## src/rtl/core/imsu_pkg.sv

```systemverilog
`timescale 1ns / 1ps
`default_nettype none

package imsu_pkg;

    // lattice geometry
    localparam int SIDE  = 64;
    localparam int RW    = $clog2(SIDE);
    localparam int CELLS = SIDE * SIDE;

    // full-precision widths of the running totals
    localparam int EW = $clog2(2 * CELLS) + 2;
    localparam int MW = $clog2(CELLS) + 2;

    localparam logic signed [EW-1:0] ENERGY_INIT = EW'(-2 * CELLS);
    localparam logic signed [MW-1:0] MAG_INIT    = MW'(CELLS);

    // item kinds
    localparam logic FUNC_ATTEMPT = 1'b0;
    localparam logic FUNC_SET     = 1'b1;

    // register select, paddr bit 3 picks the 64-bit word
    localparam logic CFG_THR_DE4 = 1'b0;
    localparam logic CFG_THR_DE8 = 1'b1;

    typedef logic [RW-1:0]   idx_t;
    typedef logic [SIDE-1:0] row_t;

    // the three lattice rows an update needs
    typedef struct packed {
        row_t centre;
        row_t above;
        row_t below;
    } rows_t;

    typedef struct packed {
        logic              flip;
        logic signed [4:0] de;
        logic              spin_up;
    } decision_t;

    // input index reduced modulo SIDE (small constant table)
    function automatic idx_t wrap_in(input logic [5:0] v);
        idx_t res;
        res = '0;
        for (int k = 0; k < 64; k++) begin
            if (v == 6'(k)) begin
                res = RW'(k % SIDE);
            end
        end
        return res;
    endfunction

    function automatic idx_t next_idx(input idx_t i);
        return (i == RW'(SIDE - 1)) ? '0 : i + RW'(1);
    endfunction

    function automatic idx_t prev_idx(input idx_t i);
        return (i == '0) ? RW'(SIDE - 1) : i - RW'(1);
    endfunction

endpackage

`default_nettype wire

```

## src/rtl/core/imsu_site_eval.sv

```systemverilog
`timescale 1ns / 1ps
`default_nettype none

module imsu_site_eval
    import imsu_pkg::*;
(
    input  wire rows_t        rows,
    input  wire idx_t         col,
    input  wire logic         func,
    input  wire logic [31:0]  random_fraction,
    input  wire logic         new_spin,
    input  wire logic [32:0]  thr_de4,
    input  wire logic [32:0]  thr_de8,
    output decision_t         dec
);

    idx_t              col_p, col_m;
    logic              spin_up;
    logic [2:0]        ups;
    logic signed [4:0] de_up;
    logic signed [4:0] de;
    logic              take;

    assign col_p   = next_idx(col);
    assign col_m   = prev_idx(col);
    assign spin_up = rows.centre[col];

    // number of up neighbours, 0..4
    assign ups = 3'(rows.centre[col_p]) + 3'(rows.centre[col_m])
               + 3'(rows.above[col]) + 3'(rows.below[col]);

    // dE for an up spin; a down spin has the opposite sign
    always_comb begin
        case (ups)
            3'd0:    de_up = -5'sd8;
            3'd1:    de_up = -5'sd4;
            3'd2:    de_up = 5'sd0;
            3'd3:    de_up = 5'sd4;
            3'd4:    de_up = 5'sd8;
            default: de_up = 5'sd0;
        endcase
    end

    assign de = spin_up ? de_up : -de_up;

    always_comb begin
        if (func == FUNC_SET) begin
            take = (spin_up != new_spin);
        end else if (de <= 5'sd0) begin
            take = 1'b1;
        end else if (de == 5'sd4) begin
            take = {1'b0, random_fraction} < thr_de4;
        end else begin
            take = {1'b0, random_fraction} < thr_de8;
        end
    end

    assign dec.flip    = take;
    assign dec.de      = de;
    assign dec.spin_up = spin_up;

endmodule

`default_nettype wire

```

## config.mk

```make
export PLATFORM = sky130hd
export DESIGN_NAME = imsu_site_eval
export DESIGN_NICKNAME = d
export VERILOG_FILES = /design/src/rtl/core/imsu_pkg.sv /design/src/rtl/core/imsu_site_eval.sv
export SDC_FILE = /design/constraint.sdc
export NUM_CORES = 1
export LEC_CHECK = 0
export BUFFER_PORTS_ARGS = -buffer_cell sky130_fd_sc_hd__buf_2
export CORE_AREA = 2 2 118 120
export DETAILED_ROUTE_END_ITERATION = 10
export DIE_AREA = 0 0 120 122
export GPL_TIMING_DRIVEN = 0
export PLACE_DENSITY = 0.67
export RECOVER_POWER = 50
export SYNTH_ARGS = -nofsm -noshare
export SYNTH_HDL_FRONTEND = slang
export SYNTH_SLANG_ARGS = --single-unit
```

## constraint.sdc

```tcl
create_clock -name vclk -period 7.8
set_input_delay 0.39 -clock vclk [all_inputs]
set_output_delay 0.39 -clock vclk [all_outputs]
set_load 0.02 [all_outputs]
```

==> results_dict.tcl <==
set metrics [dict create \
    die_w_um 120 \
    syn_area_per_cell_um2 8.334 \
    cp.required_ns 7.41 \
    grt_use_total_pct 23.62 \
    placed_cell_area_um2 6553 \
    die_y_um 122 \
    vdd_drop_max_v 0.00004421 \
    grt_max_degree 11 \
    ioPinCount 305 \
    syn2layout_area_growth_pct 36.00 \
    wl_per_cell_um 17.77 \
    crit_family "buffers and inverters" \
    drt_iter0_drc 432 \
    crit_path_max_incr_delay_ns 0.60 \
    status "completed" \
    end_kind "output pin" \
    io_buffers 301 \
    slew_violations 0 \
    filler_cell_count 1350 \
    route.detailed.drc 0 \
    dp_hpwl_mm 16.45 \
    p_leak_nw 3.490 \
    flops_and_latches 0 \
    critPathSlowestCell "clkbuf_1" \
    pwr_density_cell_nw_per_um2 77.95 \
    syn-instance-count 578 \
    vias 5903 \
    crit_type "input port to output pin" \
    design_area_um2 6551 \
    clkbuf_count 0 \
    synthTopCellsByArea "mux4_2 22%, ha_1 17%, mux2i_1 13%" \
    die-area_um2 14640 \
    cp_data_arrival_time_ns 6.15 \
    worstPathMaxFanout 10 \
    overflow 0 \
    hold_end "dec[6]" \
    ff_latch_area_um2 0 \
    ant_nets 0 \
    multi_input_area_um2 4352 \
    grt_pass1_wl_mm 27.86 \
    tightest_slew_ns 1.106 \
    fin_hold_ws_ns 1.207 \
    synth_top_area_share_pct 21.51 \
    nets 1247 \
    synth_cell_types 59 \
    crit_path_cell_trace "buf_2 > buf_2 > inv_1 > ha_1 > clkbuf_1 > clkbuf_1 > nor2_1 > a22oi_1 > nand4_1 > and4_1 > a32oi_1 > o2111ai_1 > fa_1 > inv_1 > ha_1 > inv_1 > a221oi_1 > o31ai_1 > a31o_2 > a21oi_1 > o32ai_1 > a32oi_1 > buf_4 > buf_2" \
    ys_warn_count 0 \
    drive_above_1_share_pct 42.95 \
    viasPerCell 5.569 \
    period_share_pct 83.89 \
    hp-class "input port to output pin" \
    initial_utilization_pct 35.67 \
    worstHoldPathCells 4 \
    core_area_um2 13500 \
    insertedDiodeCount 0 \
    worstHoldStart "func" \
    synth_top_area_cell "mux4_2" \
    path_buf_inv 9 \
    first_pass_iters 6 \
    synth_area_um2 4817 \
    row_count 43 \
    max-cap-violations 0 \
    setup_tns_ns 0 \
    slew_headroom_pct 25.99 \
    hold_buffers 0 \
    cts_setup_buffers 0 \
    start_kind "input port" \
    finalSetupViolCount 0 \
    cts_resized 0 \
    grt_antenna_before_repair 1 \
    period_needed_ns 6.543 \
    routed_wl_mm 18.84 \
    max_freq_ghz 0.1528 \
    hold_viol_final 0 \
    rsz0062_at_grt "no" \
    seq_area_frac_synth_pct 0 \
    place.gp.congestion 0.9535 \
    first_global_vias 5524 \
]
-- worst max path at each step --
stage | startpoint | end | slack [ns] | cells past startpoint
final | col[1] | dec[6] | 1.26 | 24
after global routing | col[1] | dec[6] | 0.80 | 24
after CTS | col[1] | dec[6] | 1.29 | 24
after detailed placement | col[1] | dec[6] | 1.32 | 24
after global placement | col[1] | dec[6] | 1.35 | 24
after floorplan | col[1] | dec[6] | 2.47 | 22
-- final cells by class --
cell class / instances / share of cell area [%]
buffer: 39 / 3.132
inverter: 70 / 4.011
multi-input combinational: 470 / 66.42
tap: 180 / 3.438
timing repair buffer: 301 / 22.99
-- metrics by stage --
step | std cells | util (%) | setup WS, ns | total power [mW]
global placement | 1060 | 48.52 | 1.351 | 0.5036
finish | 1060 | 48.51 | 1.257 | 0.5106
detailed placement | 1060 | 48.52 | 1.320 | 0.5093
floorplan | 579 | - | 2.471 | 0.3220
CTS | 1060 | 48.52 | 1.286 | 0.5112
global route | 1060 | 48.51 | 0.7970 | 0.5620
-- tightest hold or removal path: cells and delay by family --
family / cells / cell delay, ns
AO/OA/AOI/OAI: 1 / 0.06
buffers and inverters: 3 / 0.37
-- synthesized netlist by cell type (4+ instances only) --
master and instances:
a21o_1 14, nand3_1 23, a22oi_1 12, buf_1 5
nor2b_1 10, o22ai_1 6, a211oi_1 5, nand4_1 13
inv_1 68, o21ai_0 15, mux4_2 46, buf_4 4
xnor2_1 4, clkbuf_1 11, a2111oi_0 4, nor3_1 6
a21oi_1 23, ha_1 66, a221oi_1 23, nor2_1 35
mux2i_1 61, and4_1 4, buf_2 17, nand2_1 45
-- layer usage --
layer | GRT usage, % | routed length, µm
met5 | 0 | 13
met4 | 3.971 | 265
met3 | 2.856 | 1658
met1 | 31.96 | 7918
met2 | 40.98 | 8983
-- cell families after synthesis --
| logic type | synth area share, % |
|---|---|
| AOI/OAI and AO/OA | 19.95 |
| buffers and inverters | 9.740 |
| muxes | 35.97 |
| adders and majority gates | 17.56 |
| and+or+nand+nor | 15.43 |
| other | 0.07785 |
| xor gates and xnor gates | 1.273 |
-- layout by cell type (no fill, tap or decap), types with 3 or more instances in the layout --
master	instances
a2111oi_0	4
a211oi_1	5
a21o_1	14
a21oi_1	23
a221oi_1	23
a22oi_1	12
a32oi_1	3
and2_1	3
and3_1	3
and4_1	4
buf_1	4
buf_2	317
buf_4	4
clkbuf_1	13
ha_1	66
inv_1	68
mux2i_1	61
mux4_2	46
nand2_1	45
nand2b_1	3
nand3_1	23
nand4_1	13
nor2_1	35
nor2b_1	10
nor3_1	6
o21ai_0	15
o22ai_1	6
or3_1	3
xnor2_1	4
xor2_1	3
-- where the power goes --
part,switching (mW),internal [mW]
clock,0,0
combinational,0.271,0.240
sequential,0,0
No activity file was read; power rests on OpenSTA's default activity.
