--- config.mk ---
export PLATFORM = sky130hd
export DESIGN_NAME = imsu_cfg_regs
export DESIGN_NICKNAME = d
export VERILOG_FILES = /design/src/rtl/core/imsu_pkg.sv /design/src/rtl/core/imsu_cfg_regs.sv
export SDC_FILE = /design/constraint.sdc
export NUM_CORES = 1
export LEC_CHECK = 0
export BUFFER_PORTS_ARGS = -buffer_cell sky130_fd_sc_hd__buf_2
export CELL_PAD_IN_SITES_DETAIL_PLACEMENT = 1
export CELL_PAD_IN_SITES_GLOBAL_PLACEMENT = 2
export CORE_ASPECT_RATIO = 1.5
export CORE_MARGIN = 2
export CORE_UTILIZATION = 21
export CTS_CLUSTER_DIAMETER = 80
export DETAILED_ROUTE_END_ITERATION = 12
export PLACE_DENSITY = 0.87
export SLEW_MARGIN = 20
export SYNTH_ARGS = -nofsm -noshare
export SYNTH_HDL_FRONTEND = slang
export SYNTH_SLANG_ARGS = --single-unit
--- constraint.sdc ---
create_clock -name aclk -period 0.9 [get_ports aclk]
set_input_delay 0.045 -clock aclk [delete_from_list [all_inputs] [get_ports aclk]]
set_output_delay 0.045 -clock aclk [all_outputs]
set_load 0.01 [all_outputs]
--- src/rtl/core/imsu_pkg.sv ---
`timescale 1ns / 1ps
`default_nettype none

package imsu_pkg;

    // lattice geometry
    localparam int SIDE  = 64;
    localparam int RW    = $clog2(SIDE);
    localparam int CELLS = SIDE * SIDE;

    // full-precision widths of the running totals
    localparam int EW = $clog2(2 * CELLS) + 2;
    localparam int MW = $clog2(CELLS) + 2;

    localparam logic signed [EW-1:0] ENERGY_INIT = EW'(-2 * CELLS);
    localparam logic signed [MW-1:0] MAG_INIT    = MW'(CELLS);

    // item kinds
    localparam logic FUNC_ATTEMPT = 1'b0;
    localparam logic FUNC_SET     = 1'b1;

    // register select, paddr bit 3 picks the 64-bit word
    localparam logic CFG_THR_DE4 = 1'b0;
    localparam logic CFG_THR_DE8 = 1'b1;

    typedef logic [RW-1:0]   idx_t;
    typedef logic [SIDE-1:0] row_t;

    // the three lattice rows an update needs
    typedef struct packed {
        row_t centre;
        row_t above;
        row_t below;
    } rows_t;

    typedef struct packed {
        logic              flip;
        logic signed [4:0] de;
        logic              spin_up;
    } decision_t;

    // input index reduced modulo SIDE (small constant table)
    function automatic idx_t wrap_in(input logic [5:0] v);
        idx_t res;
        res = '0;
        for (int k = 0; k < 64; k++) begin
            if (v == 6'(k)) begin
                res = RW'(k % SIDE);
            end
        end
        return res;
    endfunction

    function automatic idx_t next_idx(input idx_t i);
        return (i == RW'(SIDE - 1)) ? '0 : i + RW'(1);
    endfunction

    function automatic idx_t prev_idx(input idx_t i);
        return (i == '0) ? RW'(SIDE - 1) : i - RW'(1);
    endfunction

endpackage

`default_nettype wire

--- src/rtl/core/imsu_cfg_regs.sv ---
`timescale 1ns / 1ps
`default_nettype none

module imsu_cfg_regs
    import imsu_pkg::*;
(
    input  wire logic        aclk,
    input  wire logic        aresetn,
    input  wire logic        psel,
    input  wire logic        penable,
    input  wire logic        pwrite,
    input  wire logic [3:0]  paddr,
    input  wire logic [63:0] pwdata,
    output logic      [63:0] prdata,
    output logic             pready,
    output logic      [32:0] thr_de4,
    output logic      [32:0] thr_de8
);

    logic [32:0] thr_de4_reg, thr_de4_next;
    logic [32:0] thr_de8_reg, thr_de8_next;
    logic        wr_hit;

    assign pready = 1'b1;
    assign wr_hit = psel && penable && pwrite && pready;

    always_comb begin
        thr_de4_next = thr_de4_reg;
        thr_de8_next = thr_de8_reg;
        if (wr_hit) begin
            unique case (paddr[3])
                CFG_THR_DE4: thr_de4_next = pwdata[32:0];
                CFG_THR_DE8: thr_de8_next = pwdata[32:0];
                default:     thr_de4_next = thr_de4_reg;
            endcase
        end
    end

    always_ff @(posedge aclk) begin
        if (!aresetn) begin
            thr_de4_reg <= '0;
            thr_de8_reg <= '0;
        end else begin
            thr_de4_reg <= thr_de4_next;
            thr_de8_reg <= thr_de8_next;
        end
    end

    always_comb begin
        unique case (paddr[3])
            CFG_THR_DE4: prdata = {31'd0, thr_de4_reg};
            CFG_THR_DE8: prdata = {31'd0, thr_de8_reg};
            default:     prdata = '0;
        endcase
    end

    assign thr_de4 = thr_de4_reg;
    assign thr_de8 = thr_de8_reg;

endmodule

`default_nettype wire

==> impl_metrics.json, run 1 <==
{
  "synth_cell_types": 11,
  "synth_fa_ha_area_share_pct": 0,
  "yosys.area.top_type": "dfxtp_1",
  "fin_cells": 762,
  "dp.cells": 643,
  "violations": "negative setup slack",
  "intPower_mw": 5.61,
  "vias_per_cell": 4.12,
  "synth_mux_area_share_pct": 33.0,
  "coreArea_um2": 14500,
  "h-tree-depth": 3,
  "leakage_nw": 2.98,
  "antenna_found_initial": 2,
  "multi_input_comb_area_um2": 1680,
  "cap_violations": 0,
  "synth_top_cell_area_share_pct": 42.2,
  "ant_nets": 0,
  "crit_type": "reg2out",
  "gp_routability_congestion": 0.701,
  "die_x_um": 104,
  "fin_skew_ps": 0,
  "final_area_um2": 6060,
  "rows": 54,
  "cp.arrival_ps": 1060,
  "setup_viol": 88,
  "synth-seq-cells": 66,
  "drive_gt1_share_pct": 59.4,
  "outcome": "finished, violations left",
  "synth_warnings": 0,
  "start_kind": "register",
  "p_switching_mw": 1.85,
  "p_seq_share_pct": 40.9,
  "hold_viol_final": 0,
  "max_freq_mhz": 908,
  "wire_per_inst_um": 16.8,
  "syn_area_per_cell_um2": 9.71,
  "cts_num_sinks": 66,
  "overflow": 0,
  "yosys-top-cells-count": "nand2_1 (99), dfxtp_1 (66), mux2i_1 (66)",
  "clockBufferDepth": 2,
  "ys.flop_type": "dfxtp_1",
  "layout_setup_ws_ps": -201,
  "post-dp-hpwl_um": 6540,
  "clockPowerShare_pct": 43.6,
  "synth-compound-area-share_pct": 0,
  "synth.yosys.seq_area_share_pct": 42.2,
  "p_comb_share_pct": 15.5,
  "numPortBuffers": 137,
  "cts_tree": "done",
  "hold_path_class": "in2reg",
  "grt_pass1_vias": 3521,
  "yosys-top-cells-area": "dfxtp_1 (42%), mux2i_1 (21%), mux2_2 (12%), nand2_1 (12%), buf_4 (7.9%)",
  "syn_to_final_growth_pct": 93.9,
  "clk_pin_slew_ps": 50,
  "cp_max_fo": 2,
  "synth.cell_area_um2": 3130,
  "design.die.area_um2": 15900,
  "clkLatencyLatePin_ps": 320,
  "min_period_over_period_pct": 122,
  "fp.dieH_um": 153,
  "ir_worst_vdd_uv": 557,
  "async_reset_ff_share_pct": 0,
  "crit_required_ps": 850,
  "grt_usage_pct": 15.2,
  "finalMaxSlewViolations": 0,
  "vias": 3143,
  "synth-simple-area-share_pct": 12.6,
  "start_util_pct": 21.5,
  "synthCells": 322,
  "switching_share_pct": 24.8,
  "drc": 0,
  "nNetsFinal": 633,
  "finalCriticalPeriod_ps": 1100,
  "placed_area_um2": 3990,
  "first_pass_iters": 4,
  "drt-initial-drc-count": 61,
  "grt_max_degree": 50,
  "io_pins": 204,
  "grt_pass1_wl_um": 19000,
  "root_buffer": "clkbuf_16",
  "synth-xor-area-share_pct": 0,
  "synth-edff-count": 0,
  "cp-end-kind": "output pin",
  "synth_top_family_by_area": "multiplexers",
  "powerDensity_nw_per_um2": 1230,
  "fillers": 1639,
  "post-synth-top-count-cell": "nand2_1",
  "rsz0062_at_grt": "yes",
  "register_area_um2": 1400,
  "wl_um": 12800,
  "cts_buffers": 9
}
-- final timing paths --
check,cells after the start,slack [ps],from,end
min reg2reg,2,480,thr_de8[28],thr_de8[28]
min,3,20,pwdata[23],thr_de4[23]
max reg2reg,5,0,thr_de4[13],thr_de4[13]
max,2,-200,thr_de4[0],prdata[0]
-- per-layer routing --
layer  up-vias  GRT usage (%)  wire length (µm)
met1      1514           14.7              4510
met5         -              0                 0
met2       130           30.0              7300
li1       1468              -                 -
met3        31           3.62               574
met4         0           6.82               384
-- power by group through the flow --
stage | clock network [mW] | registers, mW | logic (mW)
2_1_floorplan | 0 | 3.12 | 0.493
3_3_place_gp | 0 | 3.09 | 0.692
3_5_place_dp | 0 | 3.10 | 0.714
4_1_cts | 3.40 | 3.05 | 1.08
5_1_grt | 3.51 | 3.05 | 1.24
6_report | 3.26 | 3.05 | 1.16
-- layout make-up --
| cell class | count | share of cell area (%) |
|---|---|---|
| multi-input combinational | 232 | 27.7 |
| sequential | 66 | 23.1 |
| clock buffer | 12 | 4.23 |
| antenna | 2 | 0.0825 |
| clock inverter | 3 | 0.248 |
| tap | 196 | 4.04 |
| timing repair buffer | 251 | 40.5 |
-- kinds of logic after synthesis --
logic type / after synthesis
mux: 99
simple gates: 101
other cells: 2
flops: 66
buf+inv: 54
-- cells in the final DEF, fill, tap and decap left out, types with 3 or more instances in the layout --
cell type      netlist  routed
dlygate4sd3_1        0      32
buf_2                7      50
nand2_1             99      98
buf_4               33      21
mux2_4               0      33
clkinv_2             0       3
buf_12               0       7
mux2i_1             66      66
buf_6                5     141
clkbuf_16            0       9
dfxtp_2              0      66
conb_1               2      32
-- metrics by stage --
step | utilization, % | hold slack [ps] | power (mW) | setup WS, ps | setup TNS (ps)
2_1_floorplan | - | 207 | 3.61 | -13.6 | -408
3_3_place_gp | 27.4 | 319 | 3.79 | -81.9 | -3120
3_5_place_dp | 27.4 | 332 | 3.81 | -147 | -4750
4_1_cts | 40.3 | 3.43 | 7.53 | -211 | -8400
5_1_grt | 41.7 | 32.7 | 7.81 | -233 | -10220
6_report | 41.7 | 21.6 | 7.46 | -201 | -7450
-- what timing repair did --
item,CTS,global route
hold buffers,32,0
endpoints found under the hold margin,63,0
gates resized for setup,228,49
setup endpoints to repair,44,85
buffers inserted,51,54
-- critical path, stage by stage, from the launching register on --
cell and delay, ps:
dfxtp_2 320, mux2_4 290, buf_6 130
(Power assumes the default switching activity.)
==> inputs of run 2 (changes only) <==
--- a/config.mk
+++ b/config.mk
@@ -14,6 +14,7 @@
 export CTS_CLUSTER_DIAMETER = 80
 export DETAILED_ROUTE_END_ITERATION = 12
 export PLACE_DENSITY = 0.87
+export SKIP_LAST_GASP = 1
 export SLEW_MARGIN = 20
 export SYNTH_ARGS = -nofsm -noshare
 export SYNTH_HDL_FRONTEND = slang
==> impl_metrics.json, run 2 (same netlist as run 1, synthesis figures left out) <==
{
  "outcome": "finished, violations left",
  "violations": "negative setup slack",
  "register_area_um2": 1400,
  "cp.arrival_ps": 1050,
  "num_antenna_cells": 0,
  "r2r_start": "thr_de4[14]",
  "overflow": 0,
  "vias": 3130,
  "intPower_mw": 5.60,
  "numPortBuffers": 137,
  "rsz0062_at_grt": "yes",
  "start_util_pct": 21.5,
  "wire_per_inst_um": 16.4,
  "coreArea_um2": 14500,
  "cts_num_sinks": 66,
  "first_pass_iters": 4,
  "hold_viol_final": 0,
  "grt_usage_pct": 14.3,
  "final_area_um2": 5960,
  "io_pins": 204,
  "p_comb_share_pct": 15.3,
  "cts_tree": "done",
  "mostFrequentLayoutCells": "buf_6 (133), nand2_1 (99), mux2i_1 (66), dfxtp_2 (66), buf_2 (53)",
  "ant_nets": 0,
  "clockPowerShare_pct": 43.6,
  "leakage_nw": 2.93,
  "cp_max_fo": 2,
  "dp_slack_ps": -147,
  "critPathLaunch": "thr_de4[12]",
  "crit_type": "reg2out",
  "max_stage_delay_ps": 320,
  "clk_pin_slew_ps": 50,
  "max_freq_mhz": 913,
  "drt-initial-drc-count": 90,
  "switching_share_pct": 24.6,
  "nNetsFinal": 625,
  "p_seq_share_pct": 41.1,
  "drive_gt1_share_pct": 58.6,
  "cap_violations": 0,
  "multi_input_comb_area_um2": 1680,
  "layout_setup_ws_ps": -195,
  "grt_pass1_vias": 3368,
  "crit_required_ps": 850,
  "fillers": 1633,
  "design.die.area_um2": 15900,
  "p_switching_mw": 1.83,
  "crit_path_top_delay_cell": "dfxtp_2",
  "grt_pass1_wl_um": 17800,
  "setup_viol": 88,
  "power_mw": 7.42,
  "die_x_um": 104,
  "finalSetupTns_ps": -7360,
  "hold_ws_ps": 33.6,
  "hold_path_class": "in2reg",
  "placed_area_um2": 3990,
  "syn_to_final_growth_pct": 90.5,
  "fp.dieH_um": 153,
  "h-tree-depth": 3,
  "layout_commonest_cell": "buf_6",
  "antenna_found_initial": 0,
  "drc": 0,
  "wl_um": 12300,
  "finalCriticalPeriod_ps": 1090,
  "finalMaxSlewViolations": 0,
  "post-dp-hpwl_um": 6540,
  "rows": 54,
  "cts_buffers": 9,
  "clockBufferDepth": 2,
  "gp_routability_congestion": 0.701,
  "grt_max_degree": 50,
  "ir_worst_vdd_uv": 540,
  "min_period_over_period_pct": 122,
  "root_buffer": "clkbuf_16",
  "cp-end-kind": "output pin",
  "powerDensity_nw_per_um2": 1250,
  "fin_skew_ps": 0,
  "start_kind": "register",
  "clkLatencyLatePin_ps": 320,
  "vias_per_cell": 4.16,
  "path_cells": "mux2_4 -> buf_6",
  "min_from": "pwdata[23]"
}
## run 2: cell types whose count changed in the layout (fill, tap and decap cells not counted)
cell     delta
buf_6       -8
buf_2       +3
buf_4       -3
nand2_2     -1
nand2_1     +1
diode_2     -2
## run 2: metal layers
metal / wire length [µm] / track usage (%) / vias to the layer above
met2: 6940 / 28.0 / 129
met1: 4530 / 14.7 / 1520
met5: 0 / 0 / -
li1: - / - / 1456
met3: 580 / 3.20 / 25
met4: 281 / 5.08 / 0
## run 2: critical path: cells and delay by family, from the launching register on
kind | cells | cell delay (ps)
buffers and inverters | 1 | 130
muxes | 1 | 280
DFF | 1 | 320
## run 2: repair_timing
item / in CTS / in global routing
endpoints found under the hold margin: 63 / 0
gates resized for setup: 147 / 98
hold buffers: 32 / 0
pin swaps: 0 / 0
setup buffers: 51 / 19
endpoints found under the setup margin: 44 / 85
## run 2: power groups by stage
stage | combinational (mW) | clock [mW] | sequential [mW]
after floorplan | 0.493 | 0 | 3.12
after global placement | 0.692 | 0 | 3.09
after detailed placement | 0.714 | 0 | 3.10
after CTS | 1.01 | 3.40 | 3.04
after global routing | 1.21 | 3.48 | 3.06
final | 1.14 | 3.23 | 3.05
## run 2: final timing paths
check                                   end  slack (ps)  depth (start not counted)
worst max-delay path             prdata[12]        -190                          2
worst min-delay path            thr_de4[23]          30                          3
worst max register to register  thr_de4[14]          40                          4
worst min register to register  thr_de4[20]         470                          2
## run 2: stage by stage
step,cells,util (%)
after floorplan,352,-
after global placement,643,27.4
after detailed placement,643,27.4
after CTS,741,37.5
after global routing,752,41.0
final,752,41.0
## run 2: area by class of cell
| class | instances | area share, % |
|---|---|---|
| clock buffers | 12 | 4.30 |
| repair buffers | 243 | 39.6 |
| multi-input cells | 232 | 28.2 |
| clock inverters | 3 | 0.252 |
| flip-flops and latches | 66 | 23.6 |
| well taps | 196 | 4.12 |
